<file path="src/vma_ram.sv">
module vma_ram #(
    parameter int WIDTH = 64,
    parameter int DEPTH = 16,
    parameter int AW    = (DEPTH > 1) ? $clog2(DEPTH) : 1
) (
    input  logic             i_clk,
    input  logic             i_we,
    input  logic [AW-1:0]    i_waddr,
    input  logic [WIDTH-1:0] i_wdata,
    input  logic [AW-1:0]    i_raddr,
    output logic [WIDTH-1:0] o_rdata
);

    logic [WIDTH-1:0] r_mem [DEPTH];
    logic [WIDTH-1:0] r_rdata;

    always_ff @(posedge i_clk) begin
        if (i_we) begin
            r_mem[i_waddr] <= i_wdata;
        end
        r_rdata <= r_mem[i_raddr];
    end

    assign o_rdata = r_rdata;

endmodule

</file>
<file path="config.mk">
export PLATFORM = sky130hd
export DESIGN_NAME = vma_ram
export DESIGN_NICKNAME = d
export VERILOG_FILES = /design/src/vma_ram.sv
export SDC_FILE = /design/constraint.sdc
export NUM_CORES = 1
export LEC_CHECK = 0
export BUFFER_PORTS_ARGS = -buffer_cell sky130_fd_sc_hd__buf_2
export CAP_MARGIN = 25
export CORE_ASPECT_RATIO = 0.5
export CORE_UTILIZATION = 65
export CTS_BUF_LIST = sky130_fd_sc_hd__clkbuf_4
export CTS_CLUSTER_DIAMETER = 50
export DETAILED_ROUTE_END_ITERATION = 8
export GPL_TIMING_DRIVEN = 0
export MAX_ROUTING_LAYER = met4
export PLACE_DENSITY = 0.83
export SKIP_CTS_REPAIR_TIMING = 1
export SLEW_MARGIN = 15
export SYNTH_ARGS = -nofsm -noshare
export SYNTH_HDL_FRONTEND = slang
export SYNTH_SLANG_ARGS = --single-unit
</file>
<file path="constraint.sdc">
create_clock -name i_clk -period 12 [get_ports i_clk]
set_input_delay 1.8 -clock i_clk [delete_from_list [all_inputs] [get_ports i_clk]]
set_output_delay 1.8 -clock i_clk [all_outputs]
set_load 0.05 [all_outputs]
</file>
# == Word-level counts from Yosys, hierarchy flattened ==
# Memories as Yosys holds them, arrays and structs flattened. A register that Yosys moved wholly into a read port is not among the register bits.
# Cells that the tools add are included.
# word_totals
regBits,0
mem_bits_rw,1024
inputBits,74
output_inout_bits,64
mem_count,1
# memory_table
memory,depth,word_bits,rd,rd_clocked_by_memory_dff,write_ports,line,rtl
r_mem,16,64,1,1,1,14,logic [WIDTH-1:0] r_mem [DEPTH];
# op_classes
mux,2
# op_table
cell,n
2-to-1 mux 1 bit,2

# == Logic depth before layout (Yosys ltp) ==
# Gate-level depths: netlist of the first run.
# logic_depth
ltp_word,2
mapped_depth,6
mapped_depth_nobuf,3

# == Least setup slack after synthesis of the first run ==
# No wires, ideal clock.
# synth_path
kind,input-to-reg
start,input i_waddr[2]
end,memory r_mem[0][0] (enable)
setup_ns,0.565
arrival_time_ns,6.663
t_required_ns,11.435
path_slack_ns,4.771
path_stages,2
path_buffers,0
cell_sequence,or3b_2 -> nor3_1
# synth_lines
element,line,rtl
"start, declared",8,"input logic [AW-1:0] i_waddr,"
"end, declared",14,
# Straight into the memory's write port.

# == Worst setup path after layout of the first run ==
# layout_path
start,input i_we
end,memory r_mem[12][38] (enable)
# layout_between
elab_chain_cells,2
# layout_rtl
element,line,rtl
"start, declared",7,"input logic i_we,"
2-to-1 mux 1 bit,18,if (i_we) begin
2-to-1 mux 1 bit (not written as such),19,r_mem[i_waddr] <= i_wdata;
# Every way passes these cells.

==> results.md, run 1 <==
- Status: complete, no violations
- Post-synth top area share: 77.7%
- Count of final setup violators: 0
- First drt pass iteration count: 6
- H-tree lvl count: 4
- Slew HR: 23.0%
- Seq/Total Area, Yosys: 80.9%
- MaxCap Viol Count: 0
- Mapped Area: 39,600 µm²
- Worst VDD drop: 0.000101 V
- Syn nets: 1,721
- Net count, final: 2,152
- Vias per Instance: 7.19
- Num CTS Buffers: 219
- Routed Antenna Nets: 0
- Initial antenna violation count: 10
- Area growth syn-to-layout: 15.1%
- Final Critical Period: 3.67 ns
- Cells after Synth: 1,647
- I/O Buffers: 135
- Highest Clock Rate: 272 MHz
- Remaining DRCs: 0
- First-pass GRT wire length: 151,000 µm
- Register area: 32,000 µm²
- Die H: 176 µm
- Clock Latency Late Sink: 1.05 ns
- Final TNS setup: 0 ns
- Critical-path cell list: buf_2 -> nand3_1 -> nor3_2 -> buf_4 -> buf_6 -> buf_4 -> buf_6 -> buf_4
- WL per Instance: 36.0 µm
- Final instance area: 45,500 µm²
- DR iter-0 viols: 3,972
- CP max FO: 9
- Crit Path Category: in -> reg
- Mean Syn Cell Area: 24.0 µm²
- TritonCTS clock tree: yes
- Crit-path slowest cell: nor3_2
- Fraction of layout cells with a size suffix above 1: 39.0%
- Die Wd: 351 µm
- Vias in the first global route: 22,467
- RSZ-0062 raised after global routing: false
- Hold Path Class: reg -> reg
- Grt ovf: 0
- Post-DP HPWL: 57,800 µm
- Number of clock sinks: 1,088
- Root Driver: clkbuf_4
- Largest stage delay, worst path: 0.80 ns
- Min Hold Slack: 0.645 ns
- Largest cells by area after synthesis: edfxtp_1 (78%), mux4_2 (15%), dfxtp_1 (3.2%)
- Core box area: 59,700 µm²
- Cell accounting for the most synthesized area: edfxtp_1
- # fillers: 2,769
- Crit path DAT: 4.35 ns
- Pwr/cell area: 170 nW/µm²
- Final Skew: 0.0730 ns
- Crit path launch type: input pin
- Final period utilization: 30.6%
- Worst Tran Pin Value: 1.16 ns
- Post-Place Cell Area: 42,500 µm²
- Synth warn: 0
- CP Buf/Inv Count: 6
- Maximum clock path buffer count: 3
- Most used cell, CP: buf_4
- Critical path data required time: 12.68 ns
- Fin. max-slew vios: 0
- Site Rows: 63
- Die ar.: 61,900 µm²
- Reg clk slew, reported paths: 0.07 ns
- Hold Violations, Final: 0
- Vias: 22,155
- Leakage: 15.1 nW
- WL final: 111,000 µm
- Global Route Usage Sum: 36.5%
- Crit path max-delay family: buffers and inverters
- Seq cells post-synth: 1,088
- Netlist cell types: 18
- Ports: 138
- Most common cell after layout, fill and taps aside: edfxtp_1
- Initial Util: 66.3%
- Multi-input logic area: 7210 µm²
- Largest net degree at the start of global routing: 22
- Most frequent cells in the layout: edfxtp_1 (1,024), clkbuf_4 (349), mux4_2 (256)
- Gpl congestion: 0.747
- Worst Setup End Kind: flop
cell type report:
| cell class | count | share of cell area, % |
|---|---|---|
| clock inverters | 52 | 0.813 |
| plain buffers | 84 | 0.992 |
| flip-flops and latches | 1088 | 70.3 |
| diodes | 12 | 0.0659 |
| repair buffers | 210 | 3.98 |
| clock buffers | 349 | 5.75 |
| well taps | 812 | 2.23 |
| multi-input cells | 475 | 15.8 |
stage by stage:
stage,utilization [%],setup slack (ns),std cells,power [W]
final,76.3,8.33,3082,0.00773
after global routing,76.3,8.29,3082,0.00791
after CTS,76.3,8.42,3070,0.00768
after detailed placement,71.3,7.47,2669,0.00484
after global placement,69.2,-0.398,2594,0.00480
after floorplan,-,4.77,1647,0.00464
cells in the mapped netlist (all sizes together):
library cell and n:
a22oi 128, or3b 1, nand3b 2, and2 1
mux4 256, nand2 65, edfxtp 1024, nand2b 2
nor2b 2, nor3 4, nand3 1, clkbuf 36
buf 48, nor2 13, dfxtp 64
sequential cells by signal, summed over array words and instances (netlist names):
signal,cells
o_rdata,64
r_mem,1024
worst reg2reg max path, cell delays in order, from the launching register on:
cell and delay, ns:
edfxtp_1 0.51, mux4_2 0.59, a22oi_1 0.25, nand2_1 0.12
cells by family (layout without fill, tap and decap cells):
group / Yosys count / in the layout / share of synthesized area [%]
AOI/OAI and AO/OA: 128 / 128 / 2.43
buffers and inverters: 84 / 695 / 1.14
DFF: 1088 / 1088 / 80.9
muxes: 256 / 256 / 14.6
other: 0 / 12 / 0
and+or+nand+nor: 91 / 91 / 0.942
path summary, 6_finish.rpt:
kind                                    start             to  slack, ns  depth (start not counted)
worst min-delay path            r_mem[13][46]    o_rdata[46]       0.65                          3
worst max register to register  r_mem[10][34]    o_rdata[34]      10.36                          3
worst min register to register  r_mem[13][46]    o_rdata[46]       0.65                          3
worst max-delay path                     i_we  r_mem[12][38]       8.33                          8
layer usage:
| metal | routed length [µm] | part of all wire [%] | global-route usage [%] |
|---|---|---|---|
| met1 | 34700 | 31 | 43.6 |
| met2 | 54500 | 49 | 57.0 |
| met3 | 14800 | 13 | 9.87 |
| met4 | 6910 | 6.2 | 20.6 |
| met5 | 0 | 0 | - |
where the power goes:
part           switching [W]  internal (W)
logic               0.000342      0.000163
clock network        0.00150       0.00144
registers          0.0000392       0.00424
total                0.00189       0.00585
Note: power is estimated with default switching activity, not from simulation.
==> run 2: changes to the inputs <==
--- a/config.mk
+++ b/config.mk
@@ -8,13 +8,13 @@
 export BUFFER_PORTS_ARGS = -buffer_cell sky130_fd_sc_hd__buf_2
 export CAP_MARGIN = 25
 export CORE_ASPECT_RATIO = 0.5
-export CORE_UTILIZATION = 65
+export CORE_UTILIZATION = 58
 export CTS_BUF_LIST = sky130_fd_sc_hd__clkbuf_4
 export CTS_CLUSTER_DIAMETER = 50
 export DETAILED_ROUTE_END_ITERATION = 8
 export GPL_TIMING_DRIVEN = 0
 export MAX_ROUTING_LAYER = met4
-export PLACE_DENSITY = 0.83
+export PLACE_DENSITY = 0.78
 export SKIP_CTS_REPAIR_TIMING = 1
 export SLEW_MARGIN = 15
 export SYNTH_ARGS = -nofsm -noshare
==> constraint.sdc (replaced) <==
create_clock -name i_clk -period 3.1 [get_ports i_clk]
set_input_delay 0.465 -clock i_clk [delete_from_list [all_inputs] [get_ports i_clk]]
set_output_delay 0.465 -clock i_clk [all_outputs]
set_load 0.05 [all_outputs]
==> results.md, run 2 (synthesis gave the netlist of run 1 again) <==
- Status: complete, no violations (unchanged)
- Root Driver: clkbuf_4 (unchanged)
- WL per Instance: 31.2 µm (was 36.0 µm)
- Critical path data required time: 2.63 ns (was 12.68 ns)
- Final Skew: 0.0642 ns (was 0.0730 ns)
- Crit path launch type: flop (was input pin)
- Initial Util: 58.9% (was 66.3%)
- Crit-path slowest cell: dfxtp_1 (was nor3_2)
- Fin. max-slew vios: 0 (unchanged)
- Finished Layout Cells: 3,221 (was 3,082)
- Fraction of layout cells with a size suffix above 1: 38.4% (was 39.0%)
- Count of final setup violators: 0 (unchanged)
- Largest net degree at the start of global routing: 22 (unchanged)
- Vias: 20,975 (was 22,155)
- Num CTS Buffers: 225 (was 219)
- First-pass GRT wire length: 137,000 µm (was 151,000 µm)
- Grt ovf: 0 (unchanged)
- Leakage: 15.5 nW (was 15.1 nW)
- TritonCTS clock tree: yes (unchanged)
- CP max FO: 1 (was 9)
- Cell Count Post-Placement: 2,748 (was 2,669)
- Largest stage delay, worst path: 0.39 ns (was 0.80 ns)
- Setup WS post-layout: 0.961 ns (was 8.33 ns)
- Gpl congestion: 0.740 (was 0.747)
- Vias per Instance: 6.51 (was 7.19)
- Clock Latency Late Sink: 1.03 ns (was 1.05 ns)
- Die Wd: 371 µm (was 351 µm)
- Most frequent cells in the layout: edfxtp_1 (1,024), clkbuf_4 (368), mux4_2 (256) (was edfxtp_1 (1,024), clkbuf_4 (349), mux4_2 (256))
- Util after Layout: 69.5% (was 76.3%)
- Hold Path Class: in -> reg (was reg -> reg)
- Crit path max-delay family: flip-flops (was buffers and inverters)
- Post-DP HPWL: 56,500 µm (was 57,800 µm)
- Highest Clock Rate: 467 MHz
- Worst Setup End Kind: output port (was flop)
- Worst Tran Pin Value: 1.07 ns (was 1.16 ns)
- Max FFs per register: 1,024 (unchanged)
- Initial antenna violation count: 3 (was 10)
- DR iter-0 viols: 3,116 (was 3,972)
- First drt pass iteration count: 5 (was 6)
- Hold Violations, Final: 0 (unchanged)
- Remaining DRCs: 0 (unchanged)
- Maximum clock path buffer count: 3 (unchanged)
- Die ar.: 69,400 µm² (was 61,900 µm²)
- RSZ-0062 raised after global routing: false (unchanged)
- Pre-CTS WS: 0.262 ns (was 7.47 ns)
- Reg clk slew, reported paths: 0.10 ns (was 0.07 ns)
- Met3 usage: 5.45% (was 9.87%)
- Net count, final: 2,216 (was 2,152)
- GR Layer Usage met2: 45.8% (was 57.0%)
- Site Rows: 67 (was 63)
- Layer with the highest usage: met2 (unchanged)
- Crit Path Category: reg -> out (was in -> reg)
- Crit path DAT: 1.67 ns (was 4.35 ns)
- Met1 Use GR: 36.9% (was 43.6%)
- Slew HR: 28.3% (was 23.0%)
- Vias in the first global route: 21,189 (was 22,467)
- MaxCap Viol Count: 0 (unchanged)
- Routed Antenna Nets: 0 (unchanged)
- Critical-path cell list: buf_2 (was buf_2 -> nand3_1 -> nor3_2 -> buf_4 -> buf_6 -> buf_4 -> buf_6 -> buf_4)
- Final period utilization: 69.0%
- Most common cell after layout, fill and taps aside: edfxtp_1 (unchanged)
- Global Route Usage Sum: 28.6% (was 36.5%)
- Die H: 187 µm (was 176 µm)
- Core box area: 67,200 µm² (was 59,700 µm²)
- I/O Buffers: 135 (unchanged)
- Final Critical Period: 2.14 ns
- Reg with most FFs: r_mem (unchanged)
- CP Buf/Inv Count: 1 (was 6)
- Ports: 138 (unchanged)
- WL final: 100,000 µm (was 111,000 µm)
- Number of clock sinks: 1,088 (unchanged)
- Pwr/cell area: 635 nW/µm² (was 170 nW/µm²)
- H-tree lvl count: 4 (unchanged)
- Area growth syn-to-layout: 18.0% (was 15.1%)
- Worst VDD drop: 0.000317 V (was 0.000101 V)
run 2: worst paths after layout:
kind / start / to / slack (ns) / cells after the start
min reg2reg: r_mem[11][51] / o_rdata[51] / 0.67 / 3
max: o_rdata[57] / o_rdata[57] / 0.96 / 1
max reg2reg: r_mem[3][57] / o_rdata[57] / 1.52 / 3
min: i_waddr[0] / r_mem[0][26] / 0.04 / 2
run 2: cell type report:
type	count	area (µm²)
antenna	5	12.5
clock buffer	368	2760
timing repair buffer	268	2850
fill	3781	20500
multi-input combinational	475	7240
buffer	84	452
clock inverter	36	224
sequential	1088	32000
tap	897	1120
run 2: power by group:
group	switching (W)	internal, W
Combinational	0.00129	0.000699
Sequential	0.000127	0.0164
Clock	0.00553	0.00557
run 2: per-layer routing:
layer	part of all wire [%]	vias to the layer above
met5	0	-
met4	3.8	0
met3	11	304
met2	51	1788
met1	34	10679
li1	-	8204
run 2: through the flow:
stage | TNS, ns | instance area (µm²) | hold WS (ns) | total power (W)
3_3_place_gp | -2508.66 | 41400 | 0.649 | 0.0186
2_1_floorplan | -256.77 | 39600 | 0.564 | 0.0180
6_report | 0 | 46700 | 0.0406 | 0.0296
3_5_place_dp | 0 | 43100 | 0.654 | 0.0187
4_1_cts | 0 | 46000 | -0.251 | 0.0294
5_1_grt | 0 | 46700 | 0.0117 | 0.0305
