File: src/vma_pkg.sv
package vma_pkg;

    // Field widths
    localparam int DATA_W    = 32;
    localparam int WIN_W     = 5;
    localparam int ACC_W     = DATA_W + WIN_W;
    localparam int DEPTH_DEF = 16;

    // Configuration port
    localparam int                APB_AW     = 3;
    localparam int                APB_DW     = 32;
    localparam logic [APB_AW-3:0] REG_WINDOW = '0;

    typedef enum logic [1:0] {
        REQ_ADD   = 2'd0,
        REQ_QUERY = 2'd1,
        REQ_CLEAR = 2'd2
    } t_req;

    typedef enum logic [1:0] {
        S_IDLE,
        S_READ,
        S_DIV,
        S_EMIT
    } t_state;

endpackage

File: src/vma_div.sv
module vma_div
    import vma_pkg::*;
(
    input  logic                     i_clk,
    input  logic                     i_rst_n,
    input  logic                     i_start,
    input  logic signed [ACC_W-1:0]  i_dividend,
    input  logic [WIN_W-1:0]         i_divisor,
    output logic                     o_done,
    output logic signed [DATA_W-1:0] o_quotient
);

    localparam int CNT_W = $clog2(ACC_W + 1);

    logic [CNT_W-1:0] r_cnt, n_cnt;
    logic             r_done, n_done;
    logic [ACC_W-1:0] r_q, n_q;
    logic [WIN_W:0]   r_rem, n_rem;
    logic [WIN_W-1:0] r_div, n_div;
    logic             r_neg, n_neg;
    logic [WIN_W:0]   rem_sh;

    // Restoring division on the magnitude, one quotient bit per cycle.
    always_comb begin
        n_cnt  = r_cnt;
        n_done = 1'b0;
        n_q    = r_q;
        n_rem  = r_rem;
        n_div  = r_div;
        n_neg  = r_neg;
        rem_sh = {r_rem[WIN_W-1:0], r_q[ACC_W-1]};
        if (i_start) begin
            n_neg = i_dividend[ACC_W-1];
            n_q   = i_dividend[ACC_W-1] ? ACC_W'(-i_dividend) : ACC_W'(i_dividend);
            n_rem = '0;
            n_div = i_divisor;
            n_cnt = CNT_W'(ACC_W);
        end else if (r_cnt != '0) begin
            if (rem_sh >= {1'b0, r_div}) begin
                n_rem = rem_sh - {1'b0, r_div};
                n_q   = {r_q[ACC_W-2:0], 1'b1};
            end else begin
                n_rem = rem_sh;
                n_q   = {r_q[ACC_W-2:0], 1'b0};
            end
            n_cnt  = r_cnt - 1'b1;
            n_done = (r_cnt == CNT_W'(1));
        end
    end

    always_ff @(posedge i_clk) begin
        if (!i_rst_n) begin
            r_cnt  <= '0;
            r_done <= 1'b0;
        end else begin
            r_cnt  <= n_cnt;
            r_done <= n_done;
        end
    end

    always_ff @(posedge i_clk) begin
        r_q   <= n_q;
        r_rem <= n_rem;
        r_div <= n_div;
        r_neg <= n_neg;
    end

    assign o_done     = r_done;
    assign o_quotient = r_neg ? DATA_W'(-r_q[DATA_W-1:0]) : r_q[DATA_W-1:0];

endmodule

File: config.mk
export PLATFORM = sky130hd
export DESIGN_NAME = vma_div
export DESIGN_NICKNAME = d
export VERILOG_FILES = /design/src/vma_pkg.sv /design/src/vma_div.sv
export SDC_FILE = /design/constraint.sdc
export NUM_CORES = 1
export LEC_CHECK = 0
export ABC_AREA = 1
export BUFFER_PORTS_ARGS = -buffer_cell sky130_fd_sc_hd__buf_4
export CORE_UTILIZATION = 45
export CTS_CLUSTER_DIAMETER = 200
export DETAILED_ROUTE_END_ITERATION = 12
export PLACE_DENSITY = 0.7
export SYNTH_ARGS = -nofsm -noshare
export SYNTH_HDL_FRONTEND = slang
export SYNTH_SLANG_ARGS = --single-unit
File: constraint.sdc
create_clock -name i_clk -period 2.7 [get_ports i_clk]
set_clock_uncertainty 0.1 [all_clocks]
set_input_delay 0.81 -clock i_clk [delete_from_list [all_inputs] [get_ports i_clk]]
set_output_delay 0.81 -clock i_clk [all_outputs]
set_load 0.01 [all_outputs]
; ---- After elaboration in Yosys (flattened, before gate mapping)
; Cells that the tools add are included.
[word_totals]
in_bits = 45
ff_bits = 55
out_inout_bits = 33
latch_bits = 0
rom_bits = 0
mem_bits_rw = 0
n_memories = 0
[op_classes]
shift = 0
n_mul = 0
bitwise = 2
n_eq_ne = 1
muxes = 8
order_cmp = 1
reduce_logical = 4
div_mod_pow = 0
n_addsub = 4
[op_table]
columns = op, n
row1 = $mux 37, 3
row2 = $neg 37->37, 1
row3 = $mux 32, 1
row4 = $neg 32->32, 1
row5 = $mux 6, 2
row6 = $eq 6x1->1 const B, 1
row7 = $ge 6x5->1, 1
row8 = $reduce_bool 6->1, 1
row9 = $sub 6x1->6 const B, 1
row10 = $mux 5, 1
row11 = $sub 5x5->5, 1
row12 = $reduce_or 3->1, 1
row13 = $not 1->1, 2
row14 = $reduce_bool 2->1, 1
row15 = $reduce_or 2->1, 1
row16 = $mux 1, 1

; ---- Depth between registers and ports, before layout
; Gate-level depths: netlist (run 1).
[logic_depth]
ltp_word = 4
depth_mapped = 12
ltp_nobuf = 12

; ---- Worst setup path before layout (run 1)
; OpenSTA, ideal clock, no wires.
[synth_path]
path_type = input -> register
start = in i_start
end = reg r_q[0], enable pin
cell_stages = 4
setup_time_ns = 0.395
required_ns = 2.205
t_arrival_ns = 2.142
setup_slack_ns = 0.063
n_path_buf = 2
cell_sequence = clkbuf_1 inv_1 clkbuf_1 nand2_1
[synth_via]
elab_chain_cells = 1
[synth_lines]
columns = element, line
row1 = start: declaration, vma_div.sv:6  ; input logic i_start,
row2 = $reduce_bool 2->1 (no source line), n/a
row3 = end signal: assignment, vma_div.sv:62  ; r_q <= n_q;
row4 = end: declaration, vma_div.sv:17  ; logic [ACC_W-1:0] r_q, n_q;
; No other way between the ends.
; A chain may end at the register's enable or synchronous reset.

; ---- Worst setup path in the final report (run 1)
[layout_path]
start = reg r_q[7]
end = out o_quotient[19]
[layout_via]
elab_chain_cells = 2
[layout_lines]
columns = element, line
row1 = $neg 32->32, vma_div.sv:69  ; assign o_quotient = r_neg ? DATA_W'(-r_q[DATA_W-1:0]) : r_q[DATA_W-1:0];
row2 = $mux 32, vma_div.sv:69
row3 = end: declaration, vma_div.sv:10  ; output logic signed [DATA_W-1:0] o_quotient
; No other way between the ends.

==> key figures, run 1 <==
Routing
  – Max layer used: met4
  – WL met2: 6690 µm
  – WL met1: 5760 µm
  – Wire per inst: 14.9 µm
  – # DRC: 0
  – Drt total wl: 13500 µm
  – DR WL met3: 665 µm
  – Drt pass-1 iters: 6
  – Antenna-violating nets left: 0
  – Starting DRC count in detailed routing: around 290
  – Vias post-DR: 4758
  – Via-per-instance ratio: 5.25

Timing
  – Slew @ Worst Pin: 0.453 ns
  – Fin worst setup slack: -0.222 ns
  – Final Hold Fails: 0
  – Final Critical Period: 2.92 ns
  – Final Cycle Share: 108%
  – Worst slew margin: 69.7%
  – Fmax: 342 MHz
  – Final setup viols: 26
  – Max-slew violations: 0
  – Setup TNS: -2.89 ns
  – RSZ-0062 raised after global routing: yes

Floorplanning
  – Rows: 36
  – Io pins: 78
  – Die span in x: roughly 100 µm
  – Initial Utilization: a little under half
  – Die H: just over 100 µm
  – Core footprint: between 9000 and 10000 µm²
  – Die area: roughly 11000 µm²

Yosys
  – Post-synth net total: approximately 720
  – Average size of a mapped cell: 6.88 µm²
  – Post-synth EDFFs: 43
  – Synth Cell Area: 4580 µm²
  – Synth Flop Type: edfxtp_1
  – Synthesized netlist cell count: 666
  – Post-synthesis sequential area ratio: between 30% and 40%
  – Ys async rst share: 0%
  – Library cells used by synthesis: 38
  – Synth Register Bits: 55
  – Total of warnings raised by yosys: 0

Worst setup path
  – Crit path launch type: flop
  – Critical setup path kind: flop to output pin
  – RR Startpoint: r_q[36]
  – Crit Path Max Fanout: 4
  – Critical Path AT: 2.01 ns
  – Cells on worst reg2reg path: 10
  – Crit path required time: 1.79 ns
  – Critical Path End Type: output pin
  – Critical Path Source: r_q[7]

Clocking
  – Maximum clock insertion buffer count: 2
  – CTS root buf: clkbuf_8
  – TritonCTS sink count: 55
  – Worst-path clk slew: 0.10 ns
  – CTS tree: built
  – Number of CTS-inserted buffers: 5
  – H-Tree Depth: 2
  – Clk Latency, worst-skew pair: 0.32 ns

Finish
  – Multi-input gate area: 2900 µm²
  – Commonest non-fill, non-tap cell in the layout: nand2_1
  – Area Overhead vs Synth: 29.4%
  – Most frequent cells in the layout: nand2_1, buf_4, inv_1
  – Layout cell share with drive strength beyond 1: 28.3%
  – Reg area: roughly 1500 µm²
  – Nets: 829
  – Fillers: 902
  – # diodes: 0

GRT
  – Largest net degree at the start of global routing: 38
  – Via count of the first global-routing pass: 4224
  – Total grt overflow: 0
  – Initial antenna violation count: 0
  – All-Layer GR Usage: between 20% and 30%
  – Global-route wire length before repair: between 15000 and 20000 µm

Place
  – Final Wtd Congestion: between 0.9 and 1
  – Port bufs: a little under 80
  – DP Wirelength: 9410 µm
  – DP Worst Slack: about 0.10 ns

Power
  – PwrDens: 543 nW/µm²
  – P_leak: around 2.7 nW
  – VDD IR max: 0.392 mV

Run status
  – Violated checks: setup timing
  – Outcome: finished with violations

Worst hold path
  – Min-Delay Path Class: flop to flop
  – Hold Startpoint: r_cnt[3]
  – Hold Path Cell Cnt: 2

Job
  – MaxCap Viol Count: 0
==> path summary, 6_finish.rpt <==
kind / slack, ns / end
hold / removal: 0.39 / r_cnt[3]
setup reg to reg: 0.57 / r_q[0]
setup / recovery: -0.22 / o_quotient[19]
hold reg to reg: 0.39 / r_cnt[3]
==> critical path, cell delays in order, from the launching register on <==
cell and delay, ns:
edfxtp_1 0.52, nor2_2 0.20, nand2_2 0.11, nor2_4 0.18, nand2_2 0.11, o21ai_2 0.18, xor2_1 0.22, buf_4 0.16
==> per-stage QoR <==
stage	hold WS [ns]	power [mW]	instance area, µm²	util [%]	std cells
floorplan	0.356	2.02	4580	-	666
global placement	0.371	2.45	5290	53.9	861
detailed placement	0.374	2.48	5290	53.9	861
CTS	0.390	3.03	5560	56.6	885
global route	0.435	3.43	5930	60.4	907
finish	0.391	3.22	5930	60.4	907
==> cells in the mapped netlist, types with 5 or more instances <==
cell | number | share of area [%]
nand4_1 | 9 | 1.2
a21oi_1 | 15 | 1.6
dfxtp_1 | 12 | 5.2
buf_2 | 10 | 1.1
nand2_1 | 173 | 14
nor2_1 | 78 | 6.4
nor2_4 | 5 | 1.2
nand3_1 | 71 | 7.8
inv_1 | 77 | 6.3
ha_1 | 10 | 2.7
nor2_2 | 15 | 2.0
xnor2_1 | 7 | 1.3
nand3_2 | 5 | 1.1
clkbuf_1 | 8 | 0.66
o21ai_0 | 42 | 4.6
o21ai_1 | 19 | 2.1
edfxtp_1 | 43 | 28
xor2_1 | 34 | 6.5
==> sequential cells by signal, summed over array words and instances, names as in the netlist <==
name and count:
r_div 5, r_neg 1, r_cnt 6, r_q 37, o_done 1, r_rem 5
==> kinds of logic after synthesis <==
logic type | Yosys count | synth area share, %
AO/OA/AOI/OAI | 89 | 10.5
buffers and inverters | 101 | 8.88
XOR/XNOR | 41 | 7.84
flip-flops | 55 | 33.4
adder cells (fa/ha/maj) | 11 | 3.17
AND/OR/NAND/NOR | 369 | 36.2
==> where the power goes <==
part	internal, mW	total [mW]	switching [mW]
clock network	0.182	0.457	0.275
logic	0.664	1.53	0.864
registers	1.09	1.23	0.138
total	1.94	3.22	1.28
==> what timing repair did <==
| action | in CTS | in global routing |
|---|---|---|
| resized for setup | 19 | 54 |
| pin swaps | 11 | 26 |
| setup buffers | 16 | 23 |
| hold buffers | 0 | 0 |
| setup endpoints to repair | 21 | 27 |
==> cell type report <==
class / instances / area share [%]
Tap cell: 133 / 2.81
Inverter: 80 / 5.13
Timing Repair Buffer: 121 / 15.9
Clock buffer: 6 / 1.22
Sequential cell: 55 / 25.8
Clock inverter: 2 / 0.211
Multi-Input combinational cell: 510 / 48.9
==> per-layer routing <==
| layer | vias up | track usage, % |
|---|---|---|
| li1 | 2374 | - |
| met1 | 2189 | 30.5 |
| met2 | 160 | 41.8 |
| met3 | 35 | 3.66 |
| met4 | 0 | 9.43 |
| met5 | - | 0 |
Note: power is estimated with default switching activity, not from simulation.
==> run 2, diff against run 1 <==
BUFFER_PORTS_ARGS = default   (was -buffer_cell sky130_fd_sc_hd__buf_4)
DONT_BUFFER_PORTS = 1   (was default)
PLACE_DENSITY = 0.63   (was 0.7)
==> key figures, run 2 (synthesis results as in run 1) <==
Clocking
  – CTS tree: built
  – Clk Latency, worst-skew pair: 0.32 ns (about the same)
  – Worst-path clk slew: 0.10 ns (about the same)
  – CTS root buf: clkbuf_8
  – CTS hold repair buffers: 0 (unchanged)
  – Maximum clock insertion buffer count: 2 (unchanged)
  – H-Tree Depth: 2 (unchanged)
  – TritonCTS sink count: 55 (unchanged)
  – Number of CTS-inserted buffers: 5 (unchanged)

GRT
  – Via count of the first global-routing pass: 3970 (-6.0%)
  – Largest net degree at the start of global routing: 51 (+34%)
  – All-Layer GR Usage: 23.6% (-0.60 points)
  – Global-route wire length before repair: 19100 µm (-3.4%)
  – Total grt overflow: 0 (unchanged)
  – Initial antenna violation count: 0 (unchanged)

Timing
  – Slew @ Worst Pin: 0.492 ns (+0.0387 ns)
  – Setup TNS: -0.324 ns (+2.56 ns)
  – Final Hold Fails: 0 (unchanged)
  – Fmax: 358 MHz (+4.5%)
  – Final Critical Period: 2.79 ns (-0.127 ns)
  – Final Cycle Share: 104% (-4.7 points)
  – Fin worst setup slack: -0.0949 ns (+0.127 ns)
  – Worst slew margin: 66.8% (-2.9 points)
  – Final setup viols: 10 (-62%)
  – Worst Hold Slack: 0.387 ns (-0.00472 ns)
  – RSZ-0062 raised after global routing: yes
  – Max-slew violations: 0 (unchanged)

Power
  – Register share of total power: 39.8% (+1.5 points)
  – Switching Share: 39.1% (-0.55 points)
  – Combinational group share of total power: 42.1% (-5.4 points)
  – Net switching power: 1.21 mW (-4.9%)
  – VDD IR max: 0.432 mV (+10%)
  – Clock group share of total power: 18.1% (+3.9 points)
  – PwrDens: 564 nW/µm² (+4.0%)
  – P_leak: 2.39 nW (-12%)
  – Internal power: 1.89 mW (-2.7%)

Worst setup path
  – Cells on worst reg2reg path: 12 (+2)
  – Critical setup path kind: flop to output pin
  – Critical Path End Type: output pin
  – WP depth: 7 (unchanged)
  – Critical Path Source: r_q[15]
  – Critical Path AT: 1.88 ns (-0.13 ns)
  – Worst reg2reg endpoint: r_rem[0]
  – Crit Path Max Fanout: 4 (unchanged)
  – R2r setup slk: 0.53 ns (-0.04 ns)
  – Worst path bufs/invs: 1 (unchanged)
  – Crit path required time: 1.79 ns (about the same)
  – Critical path's slowest cell: edfxtp_1
  – Worst-path cell chain: buf_4 -> nor2_2 -> nand2_2 -> nor2_4 -> nand3_4 -> o21ai_4 -> xor2_2
  – RR Startpoint: r_q[36]
  – Crit-path leading delay family: simple AND/OR/NAND/NOR gates
  – Crit path launch type: flop
  – Crit path largest cell delay: 0.47 ns (-0.05 ns)

Routing
  – Drt pass-1 iters: 5 (-1)
  – Drt total wl: 12700 µm (-5.9%)
  – Wire per inst: 15.3 µm (+2.7%)
  – # DRC: 0 (unchanged)
  – Starting DRC count in detailed routing: 253 (-13%)
  – Antenna-violating nets left: 0 (unchanged)
  – Vias post-DR: 4402 (-7.5%)
  – Via-per-instance ratio: 5.30 (+0.98%)

Finish
  – Area Overhead vs Synth: 20.0%
  – Layout cell share with drive strength beyond 1: 21.6% (-6.7 points)
  – Commonest non-fill, non-tap cell in the layout: nand2_1
  – # diodes: 0 (unchanged)
  – Most frequent cells in the layout: nand2_1, inv_1, nor2_1
  – Cell area after layout: 5500 µm² (-7.3%)
  – Fillers: 928 (+2.9%)
  – Max FFs per register: 37 (unchanged)
  – Core Util, Final: 56.0% (-4.4 points)
  – Top flop regs: r_q: 37 flops, r_cnt: 6 flops
  – Register with the most flip-flops: r_q
  – Nets: 753 (-9.2%)

Floorplanning
  – Io pins: 78 (unchanged)
  – Die area: 10600 µm² (unchanged)
  – Die H: 103 µm (unchanged)
  – Die span in x: 103 µm (unchanged)
  – Initial Utilization: 46.6% (unchanged)
  – Core footprint: 9820 µm² (unchanged)
  – Rows: 36 (unchanged)

Place
  – Dpl cell area: 4710 µm² (-11%)
  – DP Wirelength: 9450 µm (+0.42%)
  – Final Wtd Congestion: 0.883 (-6.1%)
  – Port bufs: 0 (-100%)

Worst hold path
  – Hold endpoint: r_cnt[3]
  – Min-Delay Path Class: flop to flop
  – Hold Path Cell Cnt: 2 (unchanged)
  – Hold Startpoint: r_cnt[3]

Job
  – MaxCap Viol Count: 0 (unchanged)

Run status
  – Violated checks: setup timing
  – Outcome: finished with violations
-- run 2: cell count changes in the layout (fill, tap and decap cells not counted), sizes merged --
cell / before / now
buf: 121 / 45
bufinv: 0 / 1
clkbuf: 6 / 5
clkinvlp: 2 / 1
inv: 79 / 80
-- run 2: cell type report --
cell class	instances	area [µm²]	share of cell area, %
clock buffer	5	68.8	1.25
clock inverter	3	42.5	0.774
inverter	80	304	5.53
multi-input combinational	510	3030	55.1
sequential	55	1530	27.9
tap	133	166	3.03
timing repair buffer	45	354	6.44
-- run 2: worst max path at each step --
| stage | slack, ns | to |
|---|---|---|
| after global placement | 0.23 | o_quotient[14] |
| after CTS | -0.08 | o_quotient[16] |
| after global routing | -0.18 | o_quotient[10] |
| after detailed placement | 0.16 | o_quotient[14] |
| final | -0.09 | o_quotient[27] |
| after floorplan | 0.06 | r_q[0] |
-- run 2: timing repair --
item / in CTS / in global routing
resized for setup: 21 / 68
setup buffers: 13 / 24
pin swaps: 9 / 25
setup endpoints to repair: 20 / 22
-- run 2: tightest hold or removal path, delay by kind of cell (launching register included) --
family,cells,cell delay [ns]
AO/OA/AOI/OAI,1,0.05
AND/OR/NAND/NOR,1,0.06
flip-flops,1,0.33
-- run 2: routing by layer --
metal	share of wire, %	routed length [µm]	global-route usage (%)
met3	4.6	589	4.75
met2	49	6260	40.9
met4	1.9	246	7.58
met5	0	0	0
met1	44	5590	29.5
-- run 2: power groups by stage --
stage,Sequential [mW],Combinational [mW],Clock (mW)
finish,1.24,1.31,0.561
detailed placement,1.24,1.00,0
global route,1.25,1.46,0.601
floorplan,1.20,0.814,0
CTS,1.23,1.10,0.574
global placement,1.24,0.976,0
-- run 2: through the flow --
stage	std cells	setup slack (ns)	power (mW)
after floorplan	666	0.0635	2.02
after global placement	786	0.232	2.21
after detailed placement	786	0.162	2.24
after CTS	807	-0.0772	2.91
after global routing	831	-0.182	3.31
final	831	-0.0949	3.10
==> run 3, diff against run 2 <==
PLACE_DENSITY = 0.61   (was 0.63)
clock period = 2.92 ns   (was 2.7 ns; I/O delays follow)
==> key figures, run 3 (synthesis results as in run 1) <==
Finish
  – Top flop regs: r_q: 37 flops, r_cnt: 6 flops
  – Max FFs per register: 37 (unchanged)
  – Nets: 720 (-4.4%)
  – Area Overhead vs Synth: 6.80%
  – Core Util, Final: 49.8% (-6.2 points)
  – Fillers: 1055 (+14%)
  – Multi-input gate area: 2720 µm² (-10%)
  – Register with the most flip-flops: r_q
  – Most frequent cells in the layout: nand2_1, inv_1, nor2_1
  – # diodes: 0 (unchanged)
  – Commonest non-fill, non-tap cell in the layout: nand2_1
  – Layout cell share with drive strength beyond 1: 10.8% (-11 points)
  – Reg area: 1530 µm² (unchanged)
  – Cell area after layout: 4890 µm² (-11%)

Routing
  – Vias post-DR: 4153 (-5.7%)
  – Wire per inst: 14.6 µm (-4.2%)
  – Antenna-violating nets left: 0 (unchanged)
  – # DRC: 0 (unchanged)
  – Drt total wl: 11700 µm (-8.0%)
  – Via-per-instance ratio: 5.20 (-1.8%)
  – Drt pass-1 iters: 5 (unchanged)
  – Starting DRC count in detailed routing: 252 (-0.40%)

Place
  – Final Wtd Congestion: 0.872 (-1.3%)
  – DP Wirelength: 9100 µm (-3.7%)
  – Port bufs: 0 (unchanged)
  – Dpl cell area: 4690 µm² (-0.58%)

Worst hold path
  – Min-Delay Path Class: flop to flop

Clocking
  – TritonCTS sink count: 55 (unchanged)
  – H-Tree Depth: 2 (unchanged)
  – Clk Latency, worst-skew pair: 0.31 ns (about the same)
  – CTS hold repair buffers: 0 (unchanged)
  – CTS tree: built
  – Maximum clock insertion buffer count: 2 (unchanged)
  – CTS root buf: clkbuf_8
  – Worst-path clk slew: 0.10 ns (about the same)
  – Number of CTS-inserted buffers: 5 (unchanged)

GRT
  – Via count of the first global-routing pass: 3756 (-5.4%)
  – All-Layer GR Usage: 22.4% (-1.2 points)
  – Global-route wire length before repair: 18100 µm (-4.9%)
  – Initial antenna violation count: 0 (unchanged)
  – Largest net degree at the start of global routing: 51 (unchanged)
  – Total grt overflow: 0 (unchanged)

Floorplanning
  – Rows: 36 (unchanged)
  – Die area: 10600 µm² (unchanged)
  – Die span in x: 103 µm (unchanged)
  – Core footprint: 9820 µm² (unchanged)
  – Die H: 103 µm (unchanged)
  – Io pins: 78 (unchanged)
  – Initial Utilization: 46.6% (unchanged)

Power
  – Net switching power: 998 µW (-18%)
  – VDD IR max: 0.351 mV (-19%)
  – PwrDens: 517 nW/µm² (-8.5%)
  – P_leak: 2.15 nW (-10%)
  – Clock group share of total power: 16.4% (-1.7 points)
  – Switching Share: 39.5% (+0.35 points)
  – Register share of total power: 44.9% (+5.1 points)
  – Combinational group share of total power: 38.7% (-3.4 points)
  – Internal power: 1.53 mW (-19%)
  – Total Power Consumption: 2.53 mW (-19%)

Worst setup path
  – Critical Path End Type: output pin
  – Critical path's slowest cell: edfxtp_1
  – Crit Path Max Fanout: 4 (unchanged)
  – Critical Path AT: 1.86 ns (-0.02 ns)
  – Critical setup path kind: flop to output pin
  – Worst-path cell chain: inv_2 -> ha_4 -> nand3_4 -> nor2_4 -> nand3b_1 -> o21ai_2 -> o21ai_1 -> nand2_1 -> nand2_2
  – Crit path launch type: flop
  – Crit path required time: 1.94 ns (+0.15 ns)
  – Crit path largest cell delay: 0.41 ns (-0.06 ns)

Timing
  – Final Cycle Share: a little over nine tenths
  – Slew @ Worst Pin: 0.491 ns (-0.00110 ns)
  – Setup TNS: 0 ns (+0.324 ns)
  – Fmax: 352 MHz
  – RSZ-0062 raised after global routing: yes
  – Final Critical Period: 2.84 ns
  – Worst Hold Slack: 0.388 ns (+0.00118 ns)
  – Worst slew margin: 67.3% (+0.42 points)
  – Max-slew violations: 0 (unchanged)
  – Final Hold Fails: 0 (unchanged)
  – Final setup viols: 0 (-10)

Job
  – MaxCap Viol Count: 0 (unchanged)

Run status
  – Outcome: finished, final reports clean
[run 3: cell types whose count changed in the layout (fill, tap and decap cells not counted), sizes merged]
cell,previous run,this run
bufinv,1,0
clkbuf,5,6
buf,45,12
[run 3: final cells by class]
| type | count | share of cell area [%] |
|---|---|---|
| flip-flops and latches | 55 | 31.3 |
| well taps | 133 | 3.40 |
| clock inverters | 2 | 0.256 |
| multi-input cells | 510 | 55.6 |
| clock buffers | 6 | 1.48 |
| inverters | 80 | 6.14 |
| repair buffers | 12 | 1.84 |
[run 3: power groups by stage]
stage	clock, mW	combinational [mW]	sequential (mW)
floorplan	0	0.753	1.11
global placement	0	0.896	1.14
detailed placement	0	0.911	1.14
CTS	0.435	0.917	1.12
global route	0.459	1.11	1.15
finish	0.414	0.978	1.13
[run 3: metal layers]
| layer | track usage (%) | part of all wire (%) | up-vias |
|---|---|---|---|
| met5 | 0 | 0 | - |
| met4 | 7.48 | 2.0 | 0 |
| met3 | 3.39 | 5.3 | 21 |
| met2 | 39.0 | 48 | 100 |
| met1 | 28.4 | 45 | 1881 |
| li1 | - | - | 2151 |
[run 3: path summary, 6_finish.rpt]
check	start	end	slack, ns	cells past startpoint
hold / removal	r_cnt[3]	r_cnt[3]	0.39	2
hold reg to reg	r_cnt[3]	r_cnt[3]	0.39	2
setup / recovery	r_q[1]	o_quotient[16]	0.08	9
setup reg to reg	r_q[36]	r_rem[1]	0.81	12
[run 3: metrics by stage]
stage,worst slack [ns],std cells
after CTS,0.0216,792
after global routing,-0.0327,798
after floorplan,0.217,666
after global placement,0.388,784
final,0.0794,798
after detailed placement,0.335,784
[run 3: repair_timing]
action / CTS / global route
setup buffers: 0 / 6
gates resized for setup: 1 / 19
pin swaps: 0 / 9
setup endpoints to repair: 2 / 12
[run 3: critical path: cells and delay by family, from the launching register on]
kind | cells | cell delay, ns
AO/OA/AOI/OAI | 2 | 0.33
adder cells (fa/ha/maj) | 1 | 0.17
flip-flops | 1 | 0.41
AND/OR/NAND/NOR | 5 | 0.52
buffers and inverters | 1 | 0.11
